`src/sv/double_ended_queue_unit_assert.svh`:
```
// Assertion macros used by the queue control module.
`ifndef DOUBLE_ENDED_QUEUE_UNIT_ASSERT_SVH
`define DOUBLE_ENDED_QUEUE_UNIT_ASSERT_SVH

`ifndef SYNTHESIS

// Check a property on every rising edge, skipped while reset is low.
`define DEQU_ASSERT(lbl, clk, rst_n, prop) \
    lbl: assert property (@(posedge clk) disable iff (!rst_n) prop) \
        else $error("deque assertion failed");

// Check a property on every rising edge, reset included.
`define DEQU_ASSERT_ALWAYS(lbl, clk, prop) \
    lbl: assert property (@(posedge clk) prop) \
        else $error("deque assertion failed");

`else

`define DEQU_ASSERT(lbl, clk, rst_n, prop)
`define DEQU_ASSERT_ALWAYS(lbl, clk, prop)

`endif

`endif

```
`src/sv/deq_pkg.sv`:
```
package deq_pkg;

    localparam int DEPTH_DEF      = 16;
    localparam int DATA_WIDTH_DEF = 32;
    localparam int IN_DATA_W      = 32;
    localparam int COUNT_W        = 5;

    typedef enum logic [2:0] {
        OP_PUSH_FRONT  = 3'd0,
        OP_PUSH_BACK   = 3'd1,
        OP_POP_FRONT   = 3'd2,
        OP_POP_BACK    = 3'd3,
        OP_CLEAR       = 3'd4,
        OP_CHECK_FRONT = 3'd5,
        OP_CHECK_BACK  = 3'd6,
        OP_QUERY       = 3'd7
    } t_opcode;

    typedef enum logic [1:0] {
        ST_OK       = 2'd0,
        ST_MISMATCH = 2'd1,
        ST_EMPTY    = 2'd2,
        ST_FULL     = 2'd3
    } t_status;

    typedef struct packed {
        t_opcode                       opcode;
        logic signed [IN_DATA_W-1:0]   data_value;
    } t_in_item;

    typedef struct packed {
        t_status              status;
        logic [COUNT_W-1:0]   entry_count;
        logic                 is_empty;
    } t_out_item;

    typedef enum logic {
        S_IDLE = 1'b0,
        S_EXEC = 1'b1
    } t_state;

    typedef struct packed {
        logic capture;
        logic execute;
    } t_dp_cmd;

endpackage

```
`src/sv/deq_ctrl.sv`:
```
`include "double_ended_queue_unit_assert.svh"

module deq_ctrl (
    input  logic             i_clk,
    input  logic             i_rst_n,
    input  logic             i_in_valid,
    output logic             o_in_ready,
    output logic             o_out_valid,
    input  logic             i_out_ready,
    output deq_pkg::t_dp_cmd o_cmd
);

    deq_pkg::t_state r_state, n_state;
    logic            r_out_valid, n_out_valid;

    always_ff @(posedge i_clk) begin
        if (!i_rst_n) begin
            r_state     <= deq_pkg::S_IDLE;
            r_out_valid <= 1'b0;
        end else begin
            r_state     <= n_state;
            r_out_valid <= n_out_valid;
        end
    end

    always_comb begin
        n_state       = r_state;
        o_in_ready    = 1'b0;
        o_cmd.capture = 1'b0;
        o_cmd.execute = 1'b0;
        case (r_state)
            deq_pkg::S_IDLE: begin
                o_in_ready    = 1'b1;
                o_cmd.capture = i_in_valid;
                if (i_in_valid) begin
                    n_state = deq_pkg::S_EXEC;
                end
            end
            deq_pkg::S_EXEC: begin
                // finish only once the result slot is free
                if (!r_out_valid || i_out_ready) begin
                    o_cmd.execute = 1'b1;
                    n_state       = deq_pkg::S_IDLE;
                end
            end
            default: begin
                n_state = deq_pkg::S_IDLE;
            end
        endcase

        if (o_cmd.execute) begin
            n_out_valid = 1'b1;
        end else if (i_out_ready) begin
            n_out_valid = 1'b0;
        end else begin
            n_out_valid = r_out_valid;
        end
    end

    assign o_out_valid = r_out_valid;

    `DEQU_ASSERT(a_exec_loads_result, i_clk, i_rst_n, o_cmd.execute |=> o_out_valid)
    `DEQU_ASSERT(a_no_overwrite, i_clk, i_rst_n, (r_out_valid && !i_out_ready) |-> !o_cmd.execute)
    `DEQU_ASSERT(a_capture_then_busy, i_clk, i_rst_n, o_cmd.capture |=> !o_in_ready)
    `DEQU_ASSERT_ALWAYS(a_reset_idle, i_clk, !i_rst_n |=> (o_in_ready && !o_out_valid))

endmodule

```
`src/sv/deq_dp.sv`:
```
module deq_dp #(
    parameter int DEPTH      = deq_pkg::DEPTH_DEF,
    parameter int DATA_WIDTH = deq_pkg::DATA_WIDTH_DEF
) (
    input  logic               i_clk,
    input  logic               i_rst_n,
    input  deq_pkg::t_dp_cmd   i_cmd,
    input  deq_pkg::t_in_item  i_in_item,
    output deq_pkg::t_out_item o_out_item
);

    localparam int AW = $clog2(DEPTH);
    localparam int CW = $clog2(DEPTH + 1);
    localparam logic [AW-1:0] LAST_SLOT = AW'(DEPTH - 1);
    localparam logic [CW-1:0] FULL_CNT  = CW'(DEPTH);

    function automatic logic [AW-1:0] slot_next(input logic [AW-1:0] idx);
        return (idx == LAST_SLOT) ? '0 : idx + 1'b1;
    endfunction

    function automatic logic [AW-1:0] slot_prev(input logic [AW-1:0] idx);
        return (idx == '0) ? LAST_SLOT : idx - 1'b1;
    endfunction

    logic [DATA_WIDTH-1:0] mem [DEPTH];

    logic [AW-1:0]         r_front, n_front;
    logic [AW-1:0]         r_back, n_back;
    logic [CW-1:0]         r_count, n_count;
    deq_pkg::t_opcode      r_op;
    logic [DATA_WIDTH-1:0] r_data;
    logic [DATA_WIDTH-1:0] r_rd_data;
    deq_pkg::t_out_item    r_out_item, n_out_item;

    logic [DATA_WIDTH+deq_pkg::IN_DATA_W-1:0] w_in_ext;
    logic [DATA_WIDTH-1:0]                    w_in_val;
    logic [AW-1:0]                            w_back_prev;
    logic [AW-1:0]                            w_rd_addr;
    logic                                     w_wr_en;
    logic [AW-1:0]                            w_wr_addr;
    logic                                     w_full, w_empty;
    deq_pkg::t_status                         w_status;
    logic [CW+deq_pkg::COUNT_W-1:0]           w_cnt_ext;

    // stored value is the low DATA_WIDTH bits of the input word
    assign w_in_ext = {{DATA_WIDTH{1'b0}}, unsigned'(i_in_item.data_value)};
    assign w_in_val = w_in_ext[DATA_WIDTH-1:0];

    assign w_back_prev = slot_prev(r_back);
    assign w_rd_addr   = (i_in_item.opcode == deq_pkg::OP_CHECK_BACK) ? w_back_prev : r_front;

    always_ff @(posedge i_clk) begin
        if (i_cmd.capture) begin
            r_op      <= i_in_item.opcode;
            r_data    <= w_in_val;
            r_rd_data <= mem[w_rd_addr];
        end
        if (w_wr_en) begin
            mem[w_wr_addr] <= r_data;
        end
        if (i_cmd.execute) begin
            r_out_item <= n_out_item;
        end
    end

    always_ff @(posedge i_clk) begin
        if (!i_rst_n) begin
            r_front <= '0;
            r_back  <= '0;
            r_count <= '0;
        end else if (i_cmd.execute) begin
            r_front <= n_front;
            r_back  <= n_back;
            r_count <= n_count;
        end
    end

    assign w_full  = (r_count == FULL_CNT);
    assign w_empty = (r_count == '0);

    always_comb begin
        n_front   = r_front;
        n_back    = r_back;
        n_count   = r_count;
        w_status  = deq_pkg::ST_OK;
        w_wr_en   = 1'b0;
        w_wr_addr = r_back;
        case (r_op)
            deq_pkg::OP_PUSH_FRONT: begin
                if (w_full) begin
                    w_status = deq_pkg::ST_FULL;
                end else begin
                    n_front   = slot_prev(r_front);
                    w_wr_addr = n_front;
                    w_wr_en   = i_cmd.execute;
                    n_count   = r_count + 1'b1;
                end
            end
            deq_pkg::OP_PUSH_BACK: begin
                if (w_full) begin
                    w_status = deq_pkg::ST_FULL;
                end else begin
                    w_wr_addr = r_back;
                    w_wr_en   = i_cmd.execute;
                    n_back    = slot_next(r_back);
                    n_count   = r_count + 1'b1;
                end
            end
            deq_pkg::OP_POP_FRONT: begin
                if (w_empty) begin
                    w_status = deq_pkg::ST_EMPTY;
                end else begin
                    n_front = slot_next(r_front);
                    n_count = r_count - 1'b1;
                end
            end
            deq_pkg::OP_POP_BACK: begin
                if (w_empty) begin
                    w_status = deq_pkg::ST_EMPTY;
                end else begin
                    n_back  = w_back_prev;
                    n_count = r_count - 1'b1;
                end
            end
            deq_pkg::OP_CLEAR: begin
                n_front = '0;
                n_back  = '0;
                n_count = '0;
            end
            deq_pkg::OP_CHECK_FRONT, deq_pkg::OP_CHECK_BACK: begin
                if (w_empty) begin
                    w_status = deq_pkg::ST_EMPTY;
                end else if (r_rd_data != r_data) begin
                    w_status = deq_pkg::ST_MISMATCH;
                end
            end
            default: begin
            end
        endcase
    end

    assign w_cnt_ext = {{deq_pkg::COUNT_W{1'b0}}, n_count};

    always_comb begin
        n_out_item.status      = w_status;
        n_out_item.entry_count = w_cnt_ext[deq_pkg::COUNT_W-1:0];
        n_out_item.is_empty    = (n_count == '0);
    end

    assign o_out_item = r_out_item;

endmodule

```
`src/sv/double_ended_queue_unit.sv`:
```
// Bounded double-ended queue of DATA_WIDTH-bit words in a ring of DEPTH entries. Each input
// transaction carries an opcode (push or pop at either end, clear, compare the front or back
// entry with the value, or query) and yields exactly one result transaction with a status,
// the entry count after the operation (low five bits) and an empty flag. The entry that a
// compare needs is read from the ring memory, whose read data is registered, in the accept
// cycle; pointers, count and the ring are updated when the item executes. A new item is
// taken while a result still waits in the output register; the block holds a finished item
// only while that register stays full.
module double_ended_queue_unit #(
    parameter int DEPTH      = deq_pkg::DEPTH_DEF,
    parameter int DATA_WIDTH = deq_pkg::DATA_WIDTH_DEF
) (
    input  logic               i_clk,
    input  logic               i_rst_n,
    input  logic               i_in_valid,
    output logic               o_in_ready,
    input  deq_pkg::t_in_item  i_in_item,
    output logic               o_out_valid,
    input  logic               i_out_ready,
    output deq_pkg::t_out_item o_out_item
);

    deq_pkg::t_dp_cmd w_cmd;

    deq_ctrl u_ctrl (
        .i_clk       (i_clk),
        .i_rst_n     (i_rst_n),
        .i_in_valid  (i_in_valid),
        .o_in_ready  (o_in_ready),
        .o_out_valid (o_out_valid),
        .i_out_ready (i_out_ready),
        .o_cmd       (w_cmd)
    );

    deq_dp #(
        .DEPTH      (DEPTH),
        .DATA_WIDTH (DATA_WIDTH)
    ) u_dp (
        .i_clk      (i_clk),
        .i_rst_n    (i_rst_n),
        .i_cmd      (w_cmd),
        .i_in_item  (i_in_item),
        .o_out_item (o_out_item)
    );

endmodule

```
`config.mk`:
```
export PLATFORM = sky130hd
export DESIGN_NAME = double_ended_queue_unit
export DESIGN_NICKNAME = d
export VERILOG_FILES = /design/src/sv/deq_pkg.sv /design/src/sv/deq_ctrl.sv /design/src/sv/deq_dp.sv /design/src/sv/double_ended_queue_unit.sv
export VERILOG_INCLUDE_DIRS = /design/src /design/src/sv
export SDC_FILE = /design/constraint.sdc
export NUM_CORES = 1
export LEC_CHECK = 0
export ABC_CLOCK_PERIOD_IN_PS = 4950
export BUFFER_PORTS_ARGS = -buffer_cell sky130_fd_sc_hd__buf_2
export CAP_MARGIN = 20
export CORE_ASPECT_RATIO = 0.5
export CORE_MARGIN = 1
export CORE_UTILIZATION = 62
export CTS_CLUSTER_SIZE = 24
export DETAILED_ROUTE_END_ITERATION = 10
export PLACE_DENSITY = 0.86
export SYNTH_ARGS = -nofsm -noshare
export SYNTH_HDL_FRONTEND = slang
export SYNTH_HIERARCHICAL = 1
export SYNTH_SLANG_ARGS = --single-unit
```
`constraint.sdc`:
```
create_clock -name i_clk -period 4.95 [get_ports i_clk]
set_input_delay 0.495 -clock i_clk [delete_from_list [all_inputs] [get_ports i_clk]]
set_output_delay 0.495 -clock i_clk [all_outputs]
set_load 0.05 [all_outputs]
```
# Word-level counts from Yosys, hierarchy flattened

Memories as Yosys holds them, arrays and structs flattened. A register that Yosys moved wholly into a read port is not among the register bits.
Cells that the tools add are included.
W data, S select, Z words.

Register bits: 58
Word-level logic and storage cells: 82
Memories: 1
Memory bits (writable): 512
Bits in latches: 0
Memory bits (read-only): 0

Memories:

| name     | words | width | read ports | clocked after Yosys merged registers in | wr ports | line         | RTL |
|---|---|---|---|---|---|---|---|
| u_dp.mem | 16    | 32    | 1          | 1                                       | 1        | deq_dp.sv:25 | `logic [DATA_WIDTH-1:0] mem [DEPTH];` |

Multipliers: 0
Eq/ne operators: 15
Add/sub/neg operators: 6
Mux-type cells: 34
Order comparisons: 0
Reduce and logical (&&, ||, !) cells: 15
Div/mod/pow operators: 0
Shifts and indexed selects: 0
Bitwise gates (word level): 1

Operators by type and width:

| kind                  | count |
|---|---|
| $mux W4               | 11 |
| $ne A32 B32 Y1        | 1 |
| $pmux W4 S3           | 2 |
| $pmux W5 S3           | 1 |
| $mux W1               | 13 |
| $eq A3 B3 Y1 const B  | 4 |
| $logic_not A5 Y1      | 2 |
| $mux W5               | 2 |
| $add A4 B1 Y4 const B | 2 |
| $eq A4 B4 Y1 const B  | 2 |
| $logic_not A4 Y1      | 2 |
| $ne A2 B2 Y1 const B  | 4 |
| $reduce_and A4 Y1     | 2 |
| $sub A4 B1 Y4 const B | 2 |
| $eq A3 B2 Y1 const B  | 2 |
| $mux W2               | 3 |
| $pmux W2 S3           | 1 |
| $reduce_bool A3 Y1    | 2 |
| $reduce_or A2 Y1      | 3 |
| $add A5 B1 Y5 const B | 1 |
| $eq A5 B5 Y1 const B  | 1 |
| $sub A5 B1 Y5 const B | 1 |
| $eq A3 B1 Y1 const B  | 1 |
| $logic_not A3 Y1      | 1 |
| other kinds (5)       | 5 |

# Longest topological paths before layout

Gate-level depths: netlist (run 1).

Word-level depth: 8
Mapped depth: 12
Depth with buffers taken out: 8

# Cells and area by module

The synthesis (run 1) kept the hierarchy.

By module, submodules not included:

| module   | sequential area each (um^2) | cells each | times used | area an instance (um^2) |
|---|---|---|---|---|
| deq_dp   | 17,887.2                    | 1,570      | 1          | 23,864.1 |
| deq_ctrl | 40.0                        | 10         | 1          | 110.1 |

# Least setup slack after synthesis (run 1)

Ideal clock, no wire load.

Path type: flip-flop to flip-flop
From: reg u_dp.r_count[0]
To: mem u_dp/mem[1][0] (netlist name), enable pin
Data required time: 4,529 ps
Path buffers: 2
Data arrival time: 3,757 ps
Path slack: 772 ps
Clock period less this slack: 4,178 ps
Stages on the path, launching flop included: 11
Library setup time: 421 ps
Path through: dfxtp_1 -> clkbuf_1 -> inv_1 -> ha_1 -> nor3b_2 -> a21boi_0 -> nor2b_1 -> buf_2 -> mux2i_1 -> or3b_2 -> nor2_1

Word-level cells in the longest chain between the ends: 5
Elaborated cells on any way between the ends: 7
Those cells by class: 1 x eq/ne; 6 x mux

Ends and longest elaborated chain:

| what                          | line                        | RTL |
|---|---|---|
| from (decl)                   | deq_dp.sv:29                | `logic [CW-1:0] r_count, n_count;` |
| from (signal assigned)        | deq_dp.sv:74                | `r_count <= n_count;` |
| $eq A5 B5 Y1 *                | deq_dp.sv:78                | `assign w_full = (r_count == FULL_CNT);` |
| $mux W1                       | deq_dp.sv:90, deq_dp.sv:100 |  |
| $mux W1                       | -                           |  |
| $mux W1                       | deq_dp.sv:58                | `if (w_wr_en) begin` |
| $mux W1 (implied by the code) | deq_dp.sv:59                | `mem[w_wr_addr] <= r_data;` |
| to (decl)                     | deq_dp.sv:25                |  |

Every way passes the cells marked *; elsewhere a longest branch is shown, timed or not.

# Final worst setup path (run 1)

From: reg u_dp.r_count[0]
To: mem u_dp/mem[4][20] (netlist name), enable pin

The elaborated chain is that of the path after synthesis.

==> impl_metrics.csv, run 1 <==
group,metric,value,unit
worst_setup_path,regToRegSetupSlack,0.86,ns
worst_setup_path,r2r-start,"u_dp/r_count[0]$_SDFFE_PN0P_",
worst_setup_path,reg2regPathDepth,9,
cts,clock_latency,0.61,ns
global_routing,met1_usage,38.8,%
routing,first_iter_violations,2327,
global_routing,grt_pass1_wl,87.1,mm
floorplan,core,0.0377,mm2
routing,ant_nets,0,
yosys,avgSynthCellArea,15.2,um2
yosys,synth-edff-count,587,
yosys,netlist_area,0.0240,mm2
yosys,ys_ff_latch,602,
layout,drive_above_1_share,13.7,%
placed_design,io_buffers,48,
global_routing,grtUsageTotal,30.0,%
floorplan,die_y,141,um
global_routing,grt_max_degree,114,
cts,hold_buffers,0,
floorplan,start_util,63.6,%
yosys,synth_cell_types,62,
global_routing,antenna_found_initial,3,
floorplan,rows,50,
floorplan,dieArea,0.0395,mm2
cts,numClockSinks,602,
timing,max-slew-margin-rel,24.8,%
layout,layout_commonest_cell,"edfxtp_1",
min_path,hold_depth,1,
worst_setup_path,worstPathRequired,5.24,ns
timing,clock.fmax,0.244,GHz
cts,cts-buffers-inserted,49,
routing,drc,0,
layout,n_antenna_cell,0,
yosys,yosys_warnings,6,
yosys,seq_area_frac_synth,74.8,%
global_routing,grt_pass1_vias,14300,
routing,wire_per_inst,26.9,um
worst_setup_path,max_stage_delay,0.66,ns
floorplan,io_pins,49,
cts,post_cts_buffers,0,
layout,fill_cells,2119,
worst_setup_path,critPathMaxFanout,13,
power_and_ir_drop,irDropWorstVdd,0.000258,V
floorplan,die_w,280,um
timing,finalHoldViolCount,0,
routing,dr.pass1.iters,6,
cts,cts_tree,"built",
yosys,synth_flop_cell,"edfxtp_1",
global_routing,grt_use_met2,47.6,%
min_path,whs_endpoint,"u_dp/r_data[26]$_DFFE_PP_",
placed_design,gp_congestion,0.888,
yosys,ys_async_sr_fraction,0,%
yosys,synth_nets,1625,
power_and_ir_drop,p_per_area,391,mW/mm2
worst_setup_path,crit_arrival,4.38,ns
global_routing,gr-total-overflow,0,
cts,clk_pin_slew,0.07,ns
yosys,syn_inst,1580,
layout,final_cell_mix,"587 x edfxtp_1, 284 x nand2_1, 95 x mux2i_1, 94 x a21oi_1, 84 x a32o_1",
cts,clockRootBuffer,"clkbuf_16",
worst_setup_path,r2r-end,"u_dp/mem[4][20]$_DFFE_PP_",
worst_setup_path,cp_slowest_cell,"nor2_4",
cts,cts_resized,0,
timing,slew_violations,0,
worst_setup_path,start_kind,"register",
global_routing,top_usage_layer,"met2",
cts,cts_max_level,2,
min_path,min_from,"i_in_item[26]",
routing,wl,59.0,mm
timing,setup_tns,0,ns
worst_setup_path,setup.worst_path.end_class,"register",
timing,rsz0062_at_grt,"no",
routing,vias,14800,
timing,period_share,82.7,%
status,outcome,"completed",
layout,area_growth,11.3,%
min_path,hold_path_class,"input port to register",
timing,worstMarginPinSlew,1.13,ns
worst_setup_path,path_class,"register to register",
power_and_ir_drop,p_leak,9.33,nW
timing,period_minus_slack,4.09,ns
layout,final_nets,1675,
global_routing,grtUsageMet3,7.46,%
run,cap_violations,0,
timing,skew,0.0277,ns
worst_setup_path,crit_chain,"inv_1 > ha_1 > nor3b_2 > a21boi_0 > nor2b_1 > mux2i_1 > nand4_1 > nor2_4 > buf_4",
placed_design,dpl.hpwl,33.8,mm
cts,cts_buffer_depth,3,
routing,routed_via_density,6.76,
timing,setup_violations,0,
layout,final_util,70.7,%
[cell type report]
type | instances | area (um2) | share of cell area (%)
clock inverter | 35 | 333 | 1.25
clock buffer | 57 | 1280 | 4.78
tap | 520 | 651 | 2.44
multi-input combinational | 870 | 5780 | 21.7
timing repair buffer | 93 | 656 | 2.46
sequential | 602 | 17900 | 67.2
inverter | 14 | 52.6 | 0.197
[state kept, by name, indices dropped and copies added, names as in the netlist]
register            cells
u_ctrl/o_out_valid      1
u_dp/r_back             4
u_dp/r_count            5
u_dp/r_front            4
u_dp/r_op               3
u_dp/mem              512
u_dp/o_out_item         8
u_ctrl/r_state          1
u_dp/r_rd_data         32
u_dp/r_data            32
[cells in the mapped netlist (7+ instances only)]
master / n / area [um2]
dfxtp_1: 15 / 300
a21oi_1: 94 / 470
nor3_1: 14 / 70.1
mux2i_1: 95 / 951
o22ai_1: 12 / 75.1
nor2b_1: 9 / 56.3
buf_2: 35 / 175
nand2b_1: 8 / 50.1
a22oi_1: 42 / 315
nand3_1: 15 / 75.1
nor4_1: 9 / 56.3
nor2_1: 56 / 210
xor2_1: 36 / 315
clkbuf_1: 49 / 184
a32o_1: 84 / 841
nor4_2: 21 / 263
o21ai_0: 15 / 75.1
a211oi_1: 7 / 52.6
nand2_1: 284 / 1070
inv_1: 14 / 52.6
edfxtp_1: 587 / 17600
[logic make-up after synthesis]
kind of cell | Yosys count | share of synthesized area [%]
DFF | 602 | 74.8
and+or+nand+nor | 442 | 8.62
muxes | 100 | 4.22
AOI/OAI and AO/OA | 285 | 8.74
xor gates and xnor gates | 37 | 1.35
adders and majority gates | 6 | 0.313
buffers and inverters | 108 | 1.98
[worst max-delay path: cells and delay by family, from the launching register on]
kind	cells	cell delay [ns]
and+or+nand+nor	4	1.89
DFF	1	0.51
buffers and inverters	2	0.43
muxes	1	0.42
adders and majority gates	1	0.26
AOI/OAI and AO/OA	1	0.25
[through the flow]
| step | std cells | setup slack [ns] | power [W] | hold slack, ns | instance area [um2] |
|---|---|---|---|---|---|
| 2_1_floorplan | 1580 | 0.772 | 0.00632 | 0.484 | 24000 |
| 3_3_place_gp | 2097 | 1.20 | 0.00656 | 0.486 | 25000 |
| 3_5_place_dp | 2098 | 1.02 | 0.00660 | 0.505 | 25100 |
| 4_1_cts | 2190 | 0.941 | 0.0104 | 0.0484 | 26700 |
| 5_1_grt | 2191 | 0.629 | 0.0107 | 0.0579 | 26700 |
| 6_report | 2191 | 0.858 | 0.0104 | 0.0603 | 26700 |
[where the power goes]
group,switching [W],leakage (nW),internal [W]
clock,0.00182,0.781,0.00209
sequential,0.000102,5.44,0.00568
combinational,0.000496,3.11,0.000248
[metal layers]
layer | vias to the layer above | share of wire, % | wire length [um]
met4 | 6 | 5.4 | 3200
met2 | 1206 | 46 | 27400
met3 | 221 | 13 | 7720
met1 | 7231 | 35 | 20600
met5 | - | 0.076 | 45
li1 | 6158 | - | -
[how the worst max path moves through the flow]
stage | start | end | slack [ns]
finish | u_dp/r_count[0]$_SDFFE_PN0P_ | u_dp/mem[4][20]$_DFFE_PP_ | 0.86
CTS | u_dp/r_count[0]$_SDFFE_PN0P_ | u_dp/mem[4][20]$_DFFE_PP_ | 0.94
global route | u_dp/r_op[1]$_DFFE_PP_ | u_dp/mem[4][20]$_DFFE_PP_ | 0.63
detailed placement | u_dp/r_count[0]$_SDFFE_PN0P_ | u_dp/mem[4][5]$_DFFE_PP_ | 1.02
global placement | u_dp/r_count[0]$_SDFFE_PN0P_ | u_dp/mem[13][30]$_DFFE_PP_ | 1.20
floorplan | u_dp/r_count[0]$_SDFFE_PN0P_ | u_dp/mem[1][0]$_DFFE_PP_ | 0.77
Power figures use the tool's default switching activity.
==> inputs of run 2 (changes only) <==
ABC_CLOCK_PERIOD_IN_PS = 3500   (was 4950)
CORE_UTILIZATION = 56   (was 62)
PLACE_DENSITY = 0.82   (was 0.86)
clock period = 3.5 ns   (was 4.95 ns; I/O delays follow)
==> run 2 against run 1 <==
  * Via count is 1.1% lower
  * Sequential power is 40% higher
  * Highest routed layer is now met4
  * Total power is 41% higher
  * Global-route usage is 3.2 points lower
  * Cell count is 6.4% higher
  * Routed wire length is 1.4% lower
  * Combinational power is 59% higher
  * Critical path type unchanged
  * Clock-buffer cell count is 4 higher
==> impl_metrics.csv, run 2 (synthesis results as in run 1) <==
group,metric,value,unit
timing,rsz0062_at_grt,"no",
global_routing,grt_max_degree,94,
worst_setup_path,start_kind,"register",
routing,ant_nets,0,
floorplan,io_pins,49,
worst_setup_path,r2r-start,"u_dp/r_back[0]$_SDFFE_PN0P_",
timing,max-slew-margin-rel,39.1,%
placed_design,placed_area,0.0257,mm2
layout,area_growth,15.2,%
routing,drc,0,
routing,vias,14700,
run,cap_violations,0,
placed_design,gp_congestion,0.836,
cts,cts-buffers-inserted,50,
layout,final_util,65.6,%
min_path,whs_endpoint,"u_dp/r_op[2]$_DFFE_PP_",
timing,clock.fmax,0.325,GHz
floorplan,die_y,148,um
timing,slew_violations,0,
worst_setup_path,regToRegSetupSlack,0.42,ns
cts,post_cts_buffers,0,
min_path,hold_depth,1,
layout,layout_commonest_cell,"edfxtp_1",
routing,first_iter_violations,2207,
layout,final_nets,1758,
global_routing,antenna_found_initial,2,
status,outcome,"completed",
power_and_ir_drop,swShare,22.6,%
worst_setup_path,critPathMaxFanout,52,
worst_setup_path,worstPathRequired,3.88,ns
timing,layout_setup_ws,0.419,ns
min_path,hold_path_class,"input port to register",
layout,fill_cells,2733,
cts,clock_latency,0.59,ns
cts,clk_pin_slew,0.07,ns
layout,ff_latch_area,0.0179,mm2
global_routing,grt_pass1_vias,14100,
floorplan,start_util,56.9,%
timing,period_minus_slack,3.08,ns
global_routing,grtUsageTotal,26.9,%
worst_setup_path,r2r-end,"u_dp/r_rd_data[1]$_DFFE_PP_",
power_and_ir_drop,p_per_area,533,mW/mm2
routing,wire_per_inst,24.9,um
layout,finish.instance_area,0.0276,mm2
global_routing,gr-total-overflow,0,
layout,top_regs,"u_dp/mem: 512 flops, u_dp/r_data: 32 flops, u_dp/r_rd_data: 32 flops",
routing,dr.pass1.iters,5,
power_and_ir_drop,comb_power_share,8.0,%
timing,whs,0.0220,ns
floorplan,core,0.0421,mm2
floorplan,rows,53,
min_path,min_from,"i_in_item[34]",
power_and_ir_drop,seqPwrFrac,55.1,%
worst_setup_path,reg2regPathDepth,9,
cts,cts_max_level,2,
layout,multi_input_area,0.00578,mm2
power_and_ir_drop,p_switching,0.00332,W
timing,setup_violations,0,
cts,clockRootBuffer,"clkbuf_16",
cts,cts_tree,"built",
timing,worstMarginPinSlew,0.905,ns
routing,wl,58.2,mm
layout,drive_above_1_share,15.6,%
layout,final_cell_mix,"587 x edfxtp_1, 284 x nand2_1, 95 x mux2i_1, 94 x a21oi_1, 84 x a32o_1",
power_and_ir_drop,pwr-share-clk,36.9,%
cts,numClockSinks,602,
power_and_ir_drop,p_leak,9.73,nW
timing,period_share,88.0,%
power_and_ir_drop,p_int,0.0114,W
layout,largest_reg_flops,512,
placed_design,dpl.hpwl,34.5,mm
layout,regMostFlops,"u_dp/mem",
cts,cts_buffer_depth,3,
worst_setup_path,setup.worst_path.end_class,"register",
placed_design,place_ws,0.403,ns
worst_setup_path,crit_arrival,3.46,ns
power_and_ir_drop,irDropWorstVdd,0.000363,V
timing,finalHoldViolCount,0,
worst_setup_path,path_class,"register to register",
timing,skew,0.0365,ns
routing,routed_via_density,6.29,
global_routing,grt_pass1_wl,86.4,mm
placed_design,io_buffers,48,
power_and_ir_drop,total_power,0.0147,W
floorplan,die_w,295,um
floorplan,dieArea,0.0437,mm2
==> run 2: layout make-up <==
type	instances	share of cell area, %
Multi-Input combinational cell	870	20.9
Sequential cell	602	64.9
Clock inverter	30	0.942
Tap cell	577	2.61
Antenna cell	2	0.0181
Clock buffer	61	4.71
Timing Repair Buffer	175	5.72
Inverter	14	0.190
==> run 2: power by group through the flow <==
stage	combinational (W)	sequential [W]	clock [W]
after floorplan	0.000647	0.00830	0
after global placement	0.00109	0.00827	0
after CTS	0.00116	0.00811	0.00546
after detailed placement	0.00112	0.00827	0
after global routing	0.00125	0.00812	0.00573
final	0.00118	0.00812	0.00543
==> run 2: critical path, stage by stage, from the launching register on <==
cell and delay, ns:
dfxtp_1 0.41, inv_1 0.13, ha_1 0.27, nor3b_1 0.58, o22ai_4 0.20, buf_12 0.22
buf_4 0.27, mux2i_1 0.14, a32o_1 0.24, nor4_2 0.36
==> run 2: what timing repair did <==
action / CTS / global route
resized for setup: 0 / 0
hold buffers: 32 / 0
hold endpoints to repair: 32 / 0
==> run 2: worst max path at each step <==
stage / start / endpoint / slack, ns
after floorplan: u_dp/r_count[0]$_SDFFE_PN0P_ / u_dp/mem[2][0]$_DFFE_PP_ / -0.44
after global placement: u_dp/r_count[0]$_SDFFE_PN0P_ / u_dp/mem[12][26]$_DFFE_PP_ / 0.40
after detailed placement: u_dp/r_count[0]$_SDFFE_PN0P_ / u_dp/mem[12][20]$_DFFE_PP_ / 0.40
after CTS: u_dp/r_count[0]$_SDFFE_PN0P_ / u_dp/mem[12][18]$_DFFE_PP_ / 0.39
after global routing: u_dp/r_back[0]$_SDFFE_PN0P_ / u_dp/r_rd_data[1]$_DFFE_PP_ / 0.24
final: u_dp/r_back[0]$_SDFFE_PN0P_ / u_dp/r_rd_data[1]$_DFFE_PP_ / 0.42
==> run 2: metal layers <==
metal  global-route usage (%)  share of wire [%]  vias to the layer above
li1                         -                  -                     6338
met1                     37.2                 39                     7271
met2                     43.0                 47                      920
met3                     5.47                 12                      132
met4                     9.24                3.3                        0
met5                        0                  0                        -
==> run 2: per-stage QoR <==
| step | std cells | setup TNS (ns) |
|---|---|---|
| 6_report | 2331 | 0 |
| 5_1_grt | 2329 | 0 |
| 4_1_cts | 2328 | 0 |
| 3_5_place_dp | 2205 | 0 |
| 3_3_place_gp | 2205 | 0 |
| 2_1_floorplan | 1580 | -116.49 |
